File: src/rtl/core/spbc_div.sv
`default_nettype none

module spbc_div #(
    parameter int SUM_W = 36,
    parameter int CNT_W = 4
) (
    input  wire logic                    i_clk,
    input  wire logic                    i_rst_n,
    input  wire logic                    i_start,
    input  wire logic signed [SUM_W-1:0] i_dividend,
    input  wire logic        [CNT_W-1:0] i_divisor,
    output logic                         o_done,
    output logic signed      [SUM_W-1:0] o_quotient
);

    localparam int STEP_W = $clog2(SUM_W + 1);

    logic              r_busy;
    logic              r_done;
    logic [STEP_W-1:0] r_steps;
    logic [SUM_W-1:0]  r_q;
    logic [CNT_W-1:0]  r_rem;
    logic [CNT_W-1:0]  r_div;
    logic              r_neg;

    logic [CNT_W:0]    rem_sh;
    logic              fits;
    logic [CNT_W:0]    rem_sub;
    logic [SUM_W-1:0]  mag_in;

    // Restoring division of the magnitude, one quotient bit a cycle; the
    // sign is put back at the end so the result truncates toward zero.
    assign mag_in  = i_dividend[SUM_W-1] ? (~i_dividend + SUM_W'(1)) : i_dividend;
    assign rem_sh  = {r_rem, r_q[SUM_W-1]};
    assign fits    = rem_sh >= {1'b0, r_div};
    assign rem_sub = rem_sh - {1'b0, r_div};

    always_ff @(posedge i_clk) begin
        if (!i_rst_n) begin
            r_busy  <= 1'b0;
            r_done  <= 1'b0;
            r_steps <= '0;
        end else begin
            r_done <= 1'b0;
            if (i_start) begin
                r_busy  <= 1'b1;
                r_steps <= STEP_W'(SUM_W);
            end else if (r_busy) begin
                r_steps <= r_steps - STEP_W'(1);
                if (r_steps == STEP_W'(1)) begin
                    r_busy <= 1'b0;
                    r_done <= 1'b1;
                end
            end
        end
    end

    always_ff @(posedge i_clk) begin
        if (i_start) begin
            r_q   <= mag_in;
            r_rem <= '0;
            r_div <= i_divisor;
            r_neg <= i_dividend[SUM_W-1];
        end else if (r_busy) begin
            r_q   <= {r_q[SUM_W-2:0], fits};
            r_rem <= fits ? rem_sub[CNT_W-1:0] : rem_sh[CNT_W-1:0];
        end
    end

    assign o_done     = r_done;
    assign o_quotient = r_neg ? -$signed(r_q) : $signed(r_q);

endmodule

`default_nettype wire

File: config.mk
export PLATFORM = sky130hd
export DESIGN_NAME = spbc_div
export DESIGN_NICKNAME = d
export VERILOG_FILES = /design/src/rtl/core/spbc_div.sv
export SDC_FILE = /design/constraint.sdc
export NUM_CORES = 1
export LEC_CHECK = 0
export BUFFER_PORTS_ARGS = -buffer_cell sky130_fd_sc_hd__buf_2
export CAP_MARGIN = 5
export CORE_MARGIN = 3
export CORE_UTILIZATION = 50
export DETAILED_ROUTE_END_ITERATION = 7
export PLACE_DENSITY_LB_ADDON = 0.25
export SYNTH_ARGS = -nofsm -noshare
export SYNTH_HDL_FRONTEND = slang
export SYNTH_SLANG_ARGS = --single-unit
File: constraint.sdc
create_clock -name i_clk -period 3 [get_ports i_clk]
set_input_delay 0.9 -clock i_clk [delete_from_list [all_inputs] [get_ports i_clk]]
set_output_delay 0.9 -clock i_clk [all_outputs]
set_load 0.05 [all_outputs]
==> metrics, run 1 <==
Hold Crit Class reg -> reg; most frequent cells in the layout buf_4, buf_2, nor2_1; Sink Count 53; DR DRC count 0; setup ws final -0.649 ns; Worst-path clk slew 0.09 ns; fmax 274 MHz; Mapped Area 3830 sq um; I/O Pins 80; Worst-Skew Late Latency 0.31 ns; RSZ-0062 raised after global routing yes; top-area cell type share of the netlist area 32.1%; placed inst area 4970 sq um; failing checks negative setup slack; TNS Setup -11.98 ns; clock network fraction of total power 16.2%; Core Footprint 7330 sq um; min-delay src r_steps[1]$_SDFFE_PP0P_; sequential power share 35.9%; TritonRoute pass-1 iters 5; fin cells 655; HPWL Detailed 7850 microns; Synth warnings 0; CTS tree yes; worst vdd ir 0.000250 V; Mapped Cells 414; ANT nets after route 0; Async S/R FF share, synth 0%; layout cells sized above 1 42.8%; dpl cells 633; Hold Buf Count CTS 0; P_sw 0.00107 W; proportion of synthesized chip area in sequential cells 38.4%; H-tree Lvls 2; max cap viols 0; PD cells 462 nW/um^2; clk buf depth 2; Layout Nets 607; Critical Path Fanout Max 5; flops & latches, synth 53; Top FF cell, synth edfxtp_1; clk_skew 0.00736 ns; ant diodes 0; vias per std cell 5.94; Comb pwr share 47.9%; Die H 93.6 microns; most common cell after layout, fill and taps aside buf_4; row count 31; CP Capture Type primary output; Synth Area per Inst 9.26 sq um; Buffers on Ports 79; Power Internal 0.00156 W; leakage power 2.31 nW; final WL 12,000 microns; largest net degree at the start of global routing 46; Worst Setup SP r_q[1]$_DFFE_PP_; remaining global-route overflow 0; Worst Path Required 2.10 ns; total track usage 25.5%; Max transition margin 48.6%; Slew @ Worst Pin 0.764 ns; DR WL/cell 18.4 microns; Hold Fails Final Rpt 0; Startpoint Class flop; Initial Util 52.3%; switching power share of the total 40.6%; critical path data arrival time 2.75 ns; area grow syn2layout 48.6%; RR Startpoint r_q[35]$_DFFE_PP_; FF/Latch Area 1470 sq um; Post-synth EDFFs 41; CTS Root Cell clkbuf_8; crit path time final 3.65 ns; synthesized net count 466; DR vias 3,890; Synth cell types 52; leading area contributor after synthesis edfxtp_1; Setup CP Type reg -> out; initial drt markers 270; Final Max Tran Viols 0; status finished with violations; synth top area cells edfxtp_1, xnor2_1, dfxtp_1, xor2_1, a21oi_1; chip width 93.6 microns; final period utilization 122%; final setup violation count 29; GP Congestion 0.852; multi-input gate area in the final layout 2790 sq um; design area 5700 sq um; first-pass GRT wire length 17,700 microns; total CTS buffers 5; Pwr Total 0.00263 W; initial antenna violation count 0; vias in the first global route 3,696; fill count 459; die area 8750 sq um
## state kept, by name (all words and copies together), names as in the netlist
register / count
r_q: 36
r_steps: 6
r_div: 4
r_rem: 4
o_done: 1
r_busy: 1
r_neg: 1
## final cells by class
type	count	area share, %
clock buffers	6	1.45
well taps	99	2.17
clock inverters	2	0.242
repair buffers	155	20.2
flip-flops and latches	53	25.8
inverters	16	1.05
multi-input cells	324	49.1
## synth_stat cells (3+ instances only)
| cell type | instances |
|---|---|
| nor2_1 | 42 |
| edfxtp_1 | 41 |
| xnor2_1 | 41 |
| a21oi_1 | 33 |
| xor2_1 | 26 |
| nand2_1 | 22 |
| clkbuf_1 | 19 |
| o21ai_0 | 19 |
| o31ai_1 | 17 |
| inv_1 | 16 |
| dfxtp_1 | 12 |
| o41ai_1 | 12 |
| nor4_1 | 11 |
| or3_1 | 9 |
| or4_1 | 9 |
| ha_1 | 8 |
| nand3_1 | 7 |
| nand4_1 | 7 |
| nor3_1 | 7 |
| a211o_1 | 5 |
| nand2b_1 | 4 |
| or2_2 | 4 |
| and3_1 | 3 |
| nand4b_1 | 3 |
| or4_4 | 3 |
## per-stage QoR
step | utilization, % | setup WS, ns | hold slack, ns
after floorplan | - | -0.298 | 0.468
after global placement | 67.8 | -0.333 | 0.481
after detailed placement | 67.8 | -0.388 | 0.493
after CTS | 73.5 | -0.592 | 0.504
after global routing | 77.7 | -0.731 | 0.543
final | 77.7 | -0.649 | 0.507
## critical path: stages (launching register included)
cell and delay (ns):
edfxtp_1 0.44, inv_2 0.09, ha_2 0.17, nand2b_1 0.08
or4_4 0.52, or4_4 0.50, o41ai_4 0.29, xnor2_2 0.17
buf_6 0.18
## power groups by stage
stage                     Clock (W)  Sequential [W]  Combinational [W]
after floorplan                   0        0.000982           0.000721
after global placement            0        0.000950            0.00104
after detailed placement          0        0.000955            0.00106
after CTS                  0.000432        0.000939            0.00117
after global routing       0.000464        0.000953            0.00133
final                      0.000426        0.000944            0.00126
## kinds of logic after synthesis
logic type,share of synthesized area (%)
AND/OR/NAND/NOR,19.8
buffers and inverters,3.92
XOR/XNOR,15.3
adder cells (fa/ha/maj),3.13
flip-flops,38.4
multiplexers,0.555
AO/OA/AOI/OAI,18.9
## path summary, 6_finish.rpt
check,to,slack (ns),cells after the start
max,o_quotient[24],-0.65,8
min,r_steps[1]$_SDFFE_PP0P_,0.51,2
max reg2reg,r_rem[3]$_SDFFE_PP0P_,0.41,7
min reg2reg,r_steps[1]$_SDFFE_PP0P_,0.51,2
## metal layers
layer  routed length (microns)  track usage [%]  up-vias
met4                       316             8.42        0
met3                       780             4.42       27
met1                      4780             33.2     1872
met2                      6160             42.9      162
met5                         0                0        -
li1                          -                -     1829
## what timing repair did
item / 4_1_cts / 5_1_grt
pin swaps: 9 / 16
endpoints found under the hold margin: 0 / 0
setup buffers: 7 / 8
setup endpoints to repair: 29 / 31
resized for setup: 73 / 49
Power figures use the tool's default switching activity.
==> run 2: changes to the inputs <==
--- a/config.mk
+++ b/config.mk
@@ -14,3 +14,4 @@
 export SYNTH_ARGS = -nofsm -noshare
 export SYNTH_HDL_FRONTEND = slang
 export SYNTH_SLANG_ARGS = --single-unit
+export TNS_END_PERCENT = 5
==> metrics, run 2 (synthesis results as in run 1) <==
Met3 Routed Length 549 microns; initial drt markers 159; worst vdd ir 0.000340 V; number of flip-flops in the largest register 36; Worst-Skew Late Latency 0.31 ns; CTS tree yes; Hold Fails Final Rpt 0; setup repair bufs after CTS 0; Worst-path clk slew 0.10 ns; fmax 275 MHz; leakage power 2.03 nW; met2 wire length 5020 microns; RSZ-0062 raised after global routing yes; ANT nets after route 0; design area 5100 sq um; Hold Crit Class reg -> reg; Highest Signal Layer met4; switching power share of the total 40.6%; final core occ 69.6%; most frequent cell on the critical path or4_4; vias in the first global route 3,491; GP Congestion 0.862; Layout Nets 584; total CTS buffers 5; CTS Root Cell clkbuf_8; placed inst area 4730 sq um; Core Footprint 7330 sq um; Fin Hold WS 0.522 ns; I/O Pins 80; most common cell after layout, fill and taps aside buf_4; row count 31; HPWL Detailed 7550 microns; remaining global-route overflow 0; DR vias 3,594; Worst Path Required 2.10 ns; failing checks negative setup slack; Initial Util 52.3%; clk_skew 0.00681 ns; Power Internal 0.00146 W; Slew @ Worst Pin 0.527 ns; Comb pwr share 44.6%; clock network fraction of total power 17.1%; max cap viols 0; PD cells 481 nW/um^2; H-tree Lvls 2; critical path data arrival time 2.73 ns; initial antenna violation count 0; Sink Count 53; final setup violation count 30; CP Capture Type primary output; worst path cell trace or3_4 -> or4_4 -> or4_4 -> o41ai_4 -> xnor2_2 -> buf_6; first-pass GRT wire length 16,500 microns; crit path time final 3.63 ns; clk buf depth 2; Die H 93.6 microns; Most flops, register r_q; largest net degree at the start of global routing 42; Hold Buf Count CTS 0; vias per std cell 5.69; most frequent cells in the layout buf_4, buf_2, nor2_1; sequential power share 38.3%; CP max stage delay 0.49 ns; WL met1 4150 microns; layout cells sized above 1 34.7%; Regs by FF count r_q: 36 flops, r_steps: 6 flops; total track usage 23.4%; status finished with violations; TritonRoute pass-1 iters 4; final period utilization 121%; slowest CP cell or4_4; Final Max Tran Viols 0; final WL 9860 microns; chip width 93.6 microns; Buffers on Ports 79; P_sw 0.000998 W; Startpoint Class flop; Setup CP Type reg -> out; DR DRC count 0; area grow syn2layout 33.1%; die area 8750 sq um; setup ws final -0.633 ns; DR WL/cell 15.6 microns; Max transition margin 64.6%; Critical Path Fanout Max 5; ant diodes 0
## run 2: metrics by stage
stage               std cells  total power [W]  setup WS, ns  setup TNS (ns)
detailed placement        624          0.00196        -0.391           -4.15
finish                    632          0.00246        -0.633          -10.07
global route              632          0.00259        -0.725          -13.47
floorplan                 414          0.00165        -0.298           -3.42
CTS                       632          0.00245        -0.597          -10.79
global placement          624          0.00194        -0.356           -3.43
## run 2: final cells by class
cell class	instances	area, sq um
multi-input cells	324	2460
fillers	570	2230
flip-flops and latches	53	1470
repair buffers	132	891
well taps	99	124
clock buffers	5	68.8
inverters	16	60.1
clock inverters	3	26.3
## run 2: worst paths after layout
kind / from / endpoint / slack (ns) / cells past startpoint
max: r_q[5]$_DFFE_PP_ / o_quotient[24] / -0.63 / 6
min: r_steps[1]$_SDFFE_PP0P_ / r_steps[1]$_SDFFE_PP0P_ / 0.52 / 2
max reg2reg: r_div[1]$_DFFE_PP_ / r_q[0]$_DFFE_PP_ / 0.89 / 7
min reg2reg: r_steps[1]$_SDFFE_PP0P_ / r_steps[1]$_SDFFE_PP0P_ / 0.52 / 2
## run 2: per-layer routing
metal  GRT usage [%]  vias to the layer above
li1                -                     1793
met2            40.6                      108
met5               0                        -
met4            6.74                        0
met3            3.14                       17
met1            30.6                     1676
## run 2: timing repair
action                                  in CTS  in global routing
resized for setup                           56                 16
endpoints found under the setup margin      30                 30
pin swaps                                    5                  4
## run 2: power groups by stage
stage	combinational, W	sequential (W)	clock, W
CTS	0.00108	0.000940	0.000432
global route	0.00117	0.000952	0.000462
finish	0.00109	0.000942	0.000419
detailed placement	0.00100	0.000954	0
floorplan	0.000685	0.000970	0
global placement	0.000986	0.000950	0
## run 2: worst max-delay path: cells and delay by family (launching register included)
family	cells	cell delay, ns
flops	1	0.41
xor+xnor	1	0.16
simple gates	3	1.37
buf+inv	1	0.18
compound gates	1	0.30
