## config.mk

```make
export PLATFORM = sky130hd
export DESIGN_NAME = spbc_ram
export DESIGN_NICKNAME = d
export VERILOG_FILES = /design/src/rtl/core/spbc_ram.sv
export SDC_FILE = /design/constraint.sdc
export NUM_CORES = 1
export LEC_CHECK = 0
export ABC_AREA = 0
export BUFFER_PORTS_ARGS = -buffer_cell sky130_fd_sc_hd__buf_2
export CORE_MARGIN = 1.5
export CORE_UTILIZATION = 39
export DETAILED_ROUTE_END_ITERATION = 8
export GPL_TIMING_DRIVEN = 0
export SLEW_MARGIN = 0
export SYNTH_ARGS = -nofsm -noshare
export SYNTH_HDL_FRONTEND = slang
export SYNTH_SLANG_ARGS = --single-unit
```

## constraint.sdc

```tcl
create_clock -name i_clk -period 8.4 [get_ports i_clk]
set_clock_uncertainty 0.2 [all_clocks]
set_input_delay 0.42 -clock i_clk [delete_from_list [all_inputs] [get_ports i_clk]]
set_output_delay 0.42 -clock i_clk [all_outputs]
set_load 0.05 [all_outputs]
```

## src/rtl/core/spbc_ram.sv

```systemverilog
`default_nettype none

module spbc_ram #(
    parameter int WIDTH = 64,
    parameter int DEPTH = 8
) (
    input  wire logic                     i_clk,
    input  wire logic                     i_we,
    input  wire logic [$clog2(DEPTH)-1:0] i_waddr,
    input  wire logic [WIDTH-1:0]         i_wdata,
    input  wire logic                     i_re,
    input  wire logic [$clog2(DEPTH)-1:0] i_raddr,
    output logic      [WIDTH-1:0]         o_rdata
);

    logic [WIDTH-1:0] r_mem [DEPTH];
    logic [WIDTH-1:0] r_rdata;

    always_ff @(posedge i_clk) begin
        if (i_we) begin
            r_mem[i_waddr] <= i_wdata;
        end
        if (i_re) begin
            r_rdata <= r_mem[i_raddr];
        end
    end

    assign o_rdata = r_rdata;

endmodule

`default_nettype wire

```

==> flow_summary.ini, run 1 <==
[critical_path]
crit_fanout = 10
end_kind = register
r2r-start = r_mem[7][50]
cp-start-kind = primary input
r2r_slack_ns = 6.78
worstSetupPathType = primary input to register
cp.arrival_ns = 2.21
worstRegToRegCells = 2
worstReg2RegEnd = o_rdata[50]
cp.required_ns = 8.53

[detailed_routing]
wl_per_cell_um = 23.1
drc_errors = 0
drt_iter0_markers = 680
avgViaCountPerCell = 5.05
drtPass1Iterations = 4
vias = 9329
final_antenna_net_count = 0
routed_wl_um = 42700

[job]
cap_viol_max_count = 0

[sta]
grt_setup_unrepaired = false
slew_headroom_pct = 38.3
holdWs_ns = 0.0459
layout_setup_ws_ns = 6.33
max_freq_mhz = 482
slew_viol_final = 0
hold_viol_final = 0
tightest_slew_ns = 0.923
min_period_ns = 2.07
setup_viol = 0
period_share_pct = 24.7

[pwr]
switching_power_w = 0.00131
p_comb_share_pct = 7.0
switching_share_pct = 21.2
peakVddDrop_uv = 164
seqPwrFrac_pct = 53.4
clock_power_share_pct = 39.6
internal_power_w = 0.00489
p_leak_nw = 8.42
p_per_area_nw_per_um2 = 240

[die]
die_area_um2 = 55700
core_um2 = 53700
boundaryPins = 137
rows = 85
start_util_pct = 39.5
dieWidth_um = 236
fp.dieH_um = 236

[yosys]
yosys_warnings = 0
syn-num-nets = 889
synthesis.area_um2 = 21200
synth_seq_cells = 576
synth.area.top_cells = edfxtp_1 82%, mux4_2 14%, mux2_2 3.4%, buf_6 0.58%, buf_1 0.16%
avgSynthCellArea_um2 = 26.0
yosysTopAreaCell = edfxtp_1
synthCells = 816
synth.top_cell.area_share_pct = 81.6
ys_types = 12
yosysSeqAreaShare_pct = 81.6

[cts]
cts_max_level = 2
cts_resized = 0
cts_buffers = 56
numClockSinks = 576
cts.path.max_buffers = 3
path_clk_slew_ns = 0.06
cts_tree = yes
clock_latency_ns = 0.60
cts-root-buf = clkbuf_16

[global_route]
grtUsageTotal_pct = 15.7
grt_max_degree = 34
antenna_found_initial = 5
grt_pass1_vias = 9981
grt_overflow = 0
grt_pass1_wl_um = 64500

[placement]
numPortBuffers = 133
gp_congestion = 0.675
dp.cells = 1680
hpwl_um = 26000
dpl-instance-area_um2 = 23400
place_ws_ns = 5.65

[worst_hold_path]
hold_path_startpoint = i_waddr[0]
hold_path.class = primary input to register
hold_path_end = r_mem[4][46]
whs_path_depth = 2

[layout]
layout.cells.non_filler = 1849
fin_util_pct = 48.1
regArea_um2 = 17300
drive_gt1_share_pct = 39.8
final_net_count = 1179
syn2layout_area_growth_pct = 21.8
fill_cells = 4312
final_cell_area_um2 = 25800
multi_input_area_um2 = 3720

[run_status]
status = completed
## stage by stage
| stage | power (W) | TNS [ns] |
|---|---|---|
| floorplan | 0.00363 | 0 |
| global placement | 0.00377 | -291.60 |
| detailed placement | 0.00379 | 0 |
| CTS | 0.00627 | 0 |
| global route | 0.00640 | 0 |
| finish | 0.00620 | 0 |
## repair_timing
action	4_1_cts	5_1_grt
endpoints found under the hold margin	512	0
setup buffers	0	0
hold buffers	64	0
## logic make-up (layout without fill, tap and decap cells)
family	after synthesis	in the layout	share of synthesized area, %
flip-flops	576	576	81.6
multiplexers	192	192	17.0
buffers and inverters	35	371	1.08
AND/OR/NAND/NOR	13	13	0.278
other	0	1	0
## power by group through the flow
stage,clock network [W],logic [W],registers [W]
finish,0.00246,0.000434,0.00331
global route,0.00262,0.000464,0.00332
CTS,0.00252,0.000444,0.00331
detailed placement,0,0.000417,0.00337
global placement,0,0.000392,0.00338
floorplan,0,0.000170,0.00346
## cell type report
| cell class | instances | area share [%] |
|---|---|---|
| Buffer | 35 | 0.887 |
| Timing Repair Buffer | 232 | 7.41 |
| Multi-Input combinational cell | 205 | 14.4 |
| Clock buffer | 72 | 5.74 |
| Antenna cell | 1 | 0.00969 |
| Clock inverter | 32 | 1.18 |
| Tap cell | 696 | 3.37 |
| Sequential cell | 576 | 67.0 |
## worst max path at each step
stage,from,endpoint
after floorplan,i_waddr[2],r_mem[0][0]
after global placement,i_we,r_mem[4][7]
after detailed placement,i_raddr[1],o_rdata[56]
after CTS,i_raddr[1],o_rdata[62]
after global routing,i_raddr[1],o_rdata[17]
final,i_raddr[1],o_rdata[11]
## flip-flops by register name, indices dropped and copies added, names as in the netlist
register  cells
r_mem       512
o_rdata      64
## layout by cell type, fill, tap and decap left out, drive strengths merged, types with 3 or more instances in the layout
| cell type | netlist | layout |
|---|---|---|
| dlygate4sd3 | 0 | 64 |
| clkinv | 0 | 25 |
| edfxtp | 576 | 576 |
| mux4 | 128 | 128 |
| clkbuf | 9 | 81 |
| bufinv | 0 | 6 |
| nor2 | 6 | 6 |
| mux2 | 64 | 64 |
| nand2b | 3 | 3 |
| buf | 26 | 194 |
## synth_stat cells
| cell type | n |
|---|---|
| buf_6 | 11 |
| buf_4 | 3 |
| buf_2 | 3 |
| mux2_2 | 64 |
| mux4_2 | 128 |
| buf_1 | 9 |
| nor3_1 | 2 |
| nor2_1 | 6 |
| edfxtp_1 | 576 |
| clkbuf_1 | 9 |
| nand2b_1 | 3 |
| nand2_1 | 2 |
## critical path, stage by stage
cell	delay (ns)
buf_1	0.64
clkbuf_1	0.69
mux2_2	0.44
## per-layer routing
metal	up-vias	share of wire, %	GRT usage [%]
met5	-	0.14	0
met4	8	2.3	4.48
met3	72	4.6	3.43
met2	185	50	26.2
met1	4971	43	20.8
li1	4093	-	-
No activity file was read; power rests on OpenSTA's default activity.
==> run 2, diff against run 1 <==
==> constraint.sdc (replaced) <==
create_clock -name i_clk -period 1.7 [get_ports i_clk]
set_clock_uncertainty 0.2 [all_clocks]
set_input_delay 0.085 -clock i_clk [delete_from_list [all_inputs] [get_ports i_clk]]
set_output_delay 0.085 -clock i_clk [all_outputs]
set_load 0.05 [all_outputs]
==> flow_summary.ini, run 2 (synthesis gave the netlist of run 1 again) <==
[die]
rows = 85
fp.dieH_um = 236
boundaryPins = 137
die_area_um2 = 55700
dieWidth_um = 236
core_um2 = 53700
start_util_pct = 39.5

[detailed_routing]
drtPass1Iterations = 4
wl_per_cell_um = 23.1
final_antenna_net_count = 0
met1_length_um = 18800
drt_iter0_markers = 781
routed.top_layer = met5
met3WireLength_um = 1930
wl_met2_um = 20800
vias = 9388
drc_errors = 0
routed_wl_um = 42500
avgViaCountPerCell = 5.10

[cts]
cts_tree = yes
cts-root-buf = clkbuf_16
numClockSinks = 576
cts_max_level = 2
clock_latency_ns = 0.60
cts_buffers = 57
cts.path.max_buffers = 3
path_clk_slew_ns = 0.06

[critical_path]
cp.required_ns = 1.80
worstSetupPathType = primary input to register
end_kind = register
worstRegToRegCells = 2
crit_fanout = 22
worstReg2RegEnd = o_rdata[14]
r2r_slack_ns = 0.10
r2r-start = r_mem[5][14]
cp.arrival_ns = 1.76
cp-start-kind = primary input

[global_route]
grt_overflow = 0
grtUsageTotal_pct = 15.6
grt_pass1_wl_um = 63800
antenna_found_initial = 2
grt_max_degree = 37
grt_pass1_vias = 9950

[placement]
dp.cells = 1671
place_ws_ns = -0.684
gp_congestion = 0.681
hpwl_um = 25900
numPortBuffers = 133

[sta]
min_period_ns = 1.66
slew_headroom_pct = 42.6
grt_setup_unrepaired = false
setup_viol = 0
hold_viol_final = 101
slew_viol_final = 0
max_freq_mhz = 603
tightest_slew_ns = 0.859
layout_setup_ws_ns = 0.0410
holdWs_ns = -0.216
period_share_pct = 97.6

[layout]
layout.cells.non_filler = 1839
largest_register = r_mem
final_common_cell = edfxtp_1
final_net_count = 1177
largest_reg_flops = 512
layout_common_cells = 576 x edfxtp_1, 135 x buf_2, 128 x mux4_2
fin_util_pct = 48.2
syn2layout_area_growth_pct = 22.1
drive_gt1_share_pct = 39.6

[run_status]
failed_checks = hold timing
status = complete, but fails checks

[pwr]
p_leak_nw = 8.45
p_per_area_nw_per_um2 = 1160
peakVddDrop_uv = 869

[worst_hold_path]
hold_path_startpoint = i_waddr[2]
hold_path.class = primary input to register
whs_path_depth = 3
hold_path_end = r_mem[4][26]

[job]
cap_viol_max_count = 0
-- run 2: cell types whose count changed in the layout (fill, tap and decap cells not counted), sizes merged --
cell / delta
dlymetal6s4s: +1
buf: -10
clkdlybuf4s15: +1
clkinv: -6
clkbuf: +2
bufinv: -3
dlygate4sd3: +5
-- run 2: per-layer routing --
metal / vias to the layer above / global-route usage, %
li1: 4095 / -
met1: 5036 / 21.6
met2: 191 / 25.0
met3: 64 / 3.16
met4: 2 / 4.61
met5: - / 0
-- run 2: per-stage QoR --
| step | instance area, µm² | total power [W] | TNS (ns) |
|---|---|---|---|
| finish | 25900 | 0.0301 | 0 |
| CTS | 25900 | 0.0305 | 0 |
| global route | 25900 | 0.0311 | 0 |
| floorplan | 21300 | 0.0179 | -128.22 |
| detailed placement | 23500 | 0.0187 | -110.32 |
| global placement | 22800 | 0.0186 | -895.26 |
-- run 2: worst max path at each step --
stage / from / slack (ns) / endpoint
2_1_floorplan: i_waddr[2] / -0.77 / r_mem[0][0]
3_3_place_gp: i_waddr[2] / -2.50 / r_mem[0][54]
3_5_place_dp: i_raddr[1] / -0.68 / o_rdata[19]
4_1_cts: i_raddr[1] / 0.002 / o_rdata[51]
5_1_grt: i_raddr[1] / 0.01 / o_rdata[30]
6_report: i_waddr[0] / 0.04 / r_mem[2][54]
-- run 2: critical path: stages --
cell           delay, ns
buf_2               0.18
nand2b_4            0.19
nor2_4              0.11
dlygate4sd3_1       0.70
buf_12              0.24
buf_16              0.19
-- run 2: report_power, final --
part	internal [W]	leakage (nW)	total [W]	switching, W
registers	0.0162	5.28	0.0164	0.000129
logic	0.000890	2.35	0.00217	0.00128
clock network	0.00657	0.814	0.0116	0.00500
-- run 2: layout make-up --
type / count / area (µm²)
Clock inverter: 23 / 189
Antenna cell: 1 / 2.50
Timing Repair Buffer: 229 / 2000
Buffer: 35 / 239
Clock buffer: 74 / 1490
Multi-Input combinational cell: 205 / 3780
Tap cell: 696 / 871
Fill cell: 4261 / 27800
Sequential cell: 576 / 17300
-- run 2: repair_timing --
item / in CTS / in global routing
endpoints found under the setup margin: 22 / 16
hold buffers: 69 / 1
setup buffers: 0 / 0
endpoints found under the hold margin: 703 / 104
resized for setup: 3 / 3
==> run 3, diff against run 2 <==
--- a/config.mk
+++ b/config.mk
@@ -9,6 +9,7 @@
 export BUFFER_PORTS_ARGS = -buffer_cell sky130_fd_sc_hd__buf_2
 export CORE_MARGIN = 1.5
 export CORE_UTILIZATION = 39
+export CTS_BUF_LIST = sky130_fd_sc_hd__clkbuf_4 sky130_fd_sc_hd__clkbuf_8
 export DETAILED_ROUTE_END_ITERATION = 8
 export GPL_TIMING_DRIVEN = 0
 export SLEW_MARGIN = 0
==> flow_summary.ini, run 3 (synthesis gave the netlist of run 1 again) <==
[run_status]
status = complete, but fails checks
failed_checks = hold timing

[pwr]
switching_share_pct = 22.1
peakVddDrop_uv = 507
p_comb_share_pct = 7.4
p_leak_nw = 8.56
p_per_area_nw_per_um2 = 1140
internal_power_w = 0.0232
clock_power_share_pct = 37.6
switching_power_w = 0.00656
seqPwrFrac_pct = 55.0

[layout]
final_cell_area_um2 = 26000
largest_reg_flops = 512
fin_util_pct = 48.5
drive_gt1_share_pct = 42.5
final_net_count = 1221
layout_common_cells = 576 x edfxtp_1, 135 x buf_2, 128 x mux4_2
final_common_cell = edfxtp_1
largest_register = r_mem
syn2layout_area_growth_pct = 22.8

[critical_path]
cp.arrival_ns = 1.85
slowest_stage = buf_1
cp_cell_sequence = buf_1 > clkbuf_1 > mux2_2
worstSetupPathType = primary input to register
r2r-start = r_mem[5][14]
cp_top_family = buffers and inverters
end_kind = register
crit_fanout = 10
path_buf_inv = 2
slowest_delay_ns = 0.66
worstRegToRegCells = 2
r2r_slack_ns = 0.10
cp-start-kind = primary input
cp.required_ns = 1.87
worstReg2RegEnd = o_rdata[14]

[placement]
dpl-instance-area_um2 = 23500
numPortBuffers = 133
hpwl_um = 25900
gp_congestion = 0.681

[sta]
tightest_slew_ns = 0.919
slew_headroom_pct = 38.7
slew_viol_final = 0
period_share_pct = 98.9
min_period_ns = 1.68
hold_viol_final = 147
setup_viol = 0
holdWs_ns = -0.265
max_freq_mhz = 595
grt_setup_unrepaired = false

[cts]
cts-root-buf = clkbuf_8
cts_max_level = 3
cts.path.max_buffers = 3
cts_tree = yes
clock_latency_ns = 0.64
cts_buffers = 91
path_clk_slew_ns = 0.06
numClockSinks = 576
postCtsSetupBuffers = 0

[die]
boundaryPins = 137
start_util_pct = 39.5
fp.dieH_um = 236
rows = 85
die_area_um2 = 55700
core_um2 = 53700
dieWidth_um = 236

[global_route]
met1_usage_pct = 21.2
grt_use_met3_pct = 3.29
grt_use_met2_pct = 25.2
busiest_layer = met2
grtUsageTotal_pct = 15.7
grt_overflow = 0
grt_pass1_wl_um = 64300
antenna_found_initial = 3
grt_pass1_vias = 10300
grt_max_degree = 37

[detailed_routing]
wl_per_cell_um = 22.4
routed_wl_um = 42900
drtPass1Iterations = 4
drc_errors = 0
vias = 9589
final_antenna_net_count = 0
avgViaCountPerCell = 5.00
drt_iter0_markers = 659

[worst_hold_path]
whs_path_depth = 3
hold_path_startpoint = i_waddr[2]
hold_path.class = primary input to register
hold_path_end = r_mem[4][26]

[job]
cap_viol_max_count = 0
## run 3: changes by cell type in the layout (fill, tap and decap cells not counted), moves of 3 or more
cell           delta
clkbuf_4         +26
dlygate4sd3_1    +11
clkbuf_1         -14
clkinv_2          +5
clkinv_1         +14
clkbuf_16        -57
clkbuf_2          -3
clkbuf_8         +95
## run 3: worst reg2reg max path, cell delays in order (launching register included)
cell and delay, ns:
edfxtp_1 0.38, mux4_2 0.49, mux2_2 0.29
## run 3: per-stage QoR
| stage | worst slack (ns) | setup TNS [ns] | total power, W | hold WS (ns) | instances |
|---|---|---|---|---|---|
| floorplan | -0.769 | -128.22 | 0.0179 | -0.0161 | 816 |
| global placement | -2.50 | -895.26 | 0.0186 | 0.149 | 1645 |
| detailed placement | -0.684 | -110.32 | 0.0187 | 0.157 | 1671 |
| CTS | 0.00227 | 0 | 0.0301 | -0.325 | 1913 |
| global route | 0.00471 | 0 | 0.0308 | -0.296 | 1916 |
| finish | 0.0187 | 0 | 0.0297 | -0.265 | 1916 |
## run 3: worst max-delay path by stage
stage                from           end  cells after the start
2_1_floorplan  i_waddr[2]   r_mem[0][0]                      2
3_3_place_gp   i_waddr[2]  r_mem[0][54]                      3
3_5_place_dp   i_raddr[1]   o_rdata[19]                      3
4_1_cts        i_raddr[1]   o_rdata[19]                      3
5_1_grt        i_raddr[1]   o_rdata[19]                      3
6_report       i_raddr[1]   o_rdata[19]                      3
## run 3: cell type report
class | count | area (µm²)
clock buffer | 121 | 1500
clock inverter | 42 | 236
timing repair buffer | 239 | 2100
fill | 4279 | 27700
antenna | 2 | 5.00
multi-input combinational | 205 | 3780
tap | 696 | 871
sequential | 576 | 17300
buffer | 35 | 229
## run 3: layer usage
layer / share of wire (%) / routed length [µm]
met1: 44 / 19100
met2: 49 / 20900
met3: 4.6 / 1970
met4: 2.1 / 918
met5: 0.026 / 11
## run 3: power by group through the flow
stage               logic [W]  clock network, W  registers [W]
detailed placement    0.00208                 0         0.0167
global route          0.00234            0.0121         0.0164
CTS                   0.00224            0.0115         0.0164
floorplan            0.000860                 0         0.0171
finish                0.00219            0.0112         0.0164
global placement      0.00195                 0         0.0167
## run 3: what timing repair did
action	in CTS	in global routing
resized for setup	0	0
endpoints found under the hold margin	802	182
endpoints found under the setup margin	0	6
hold buffers	79	4
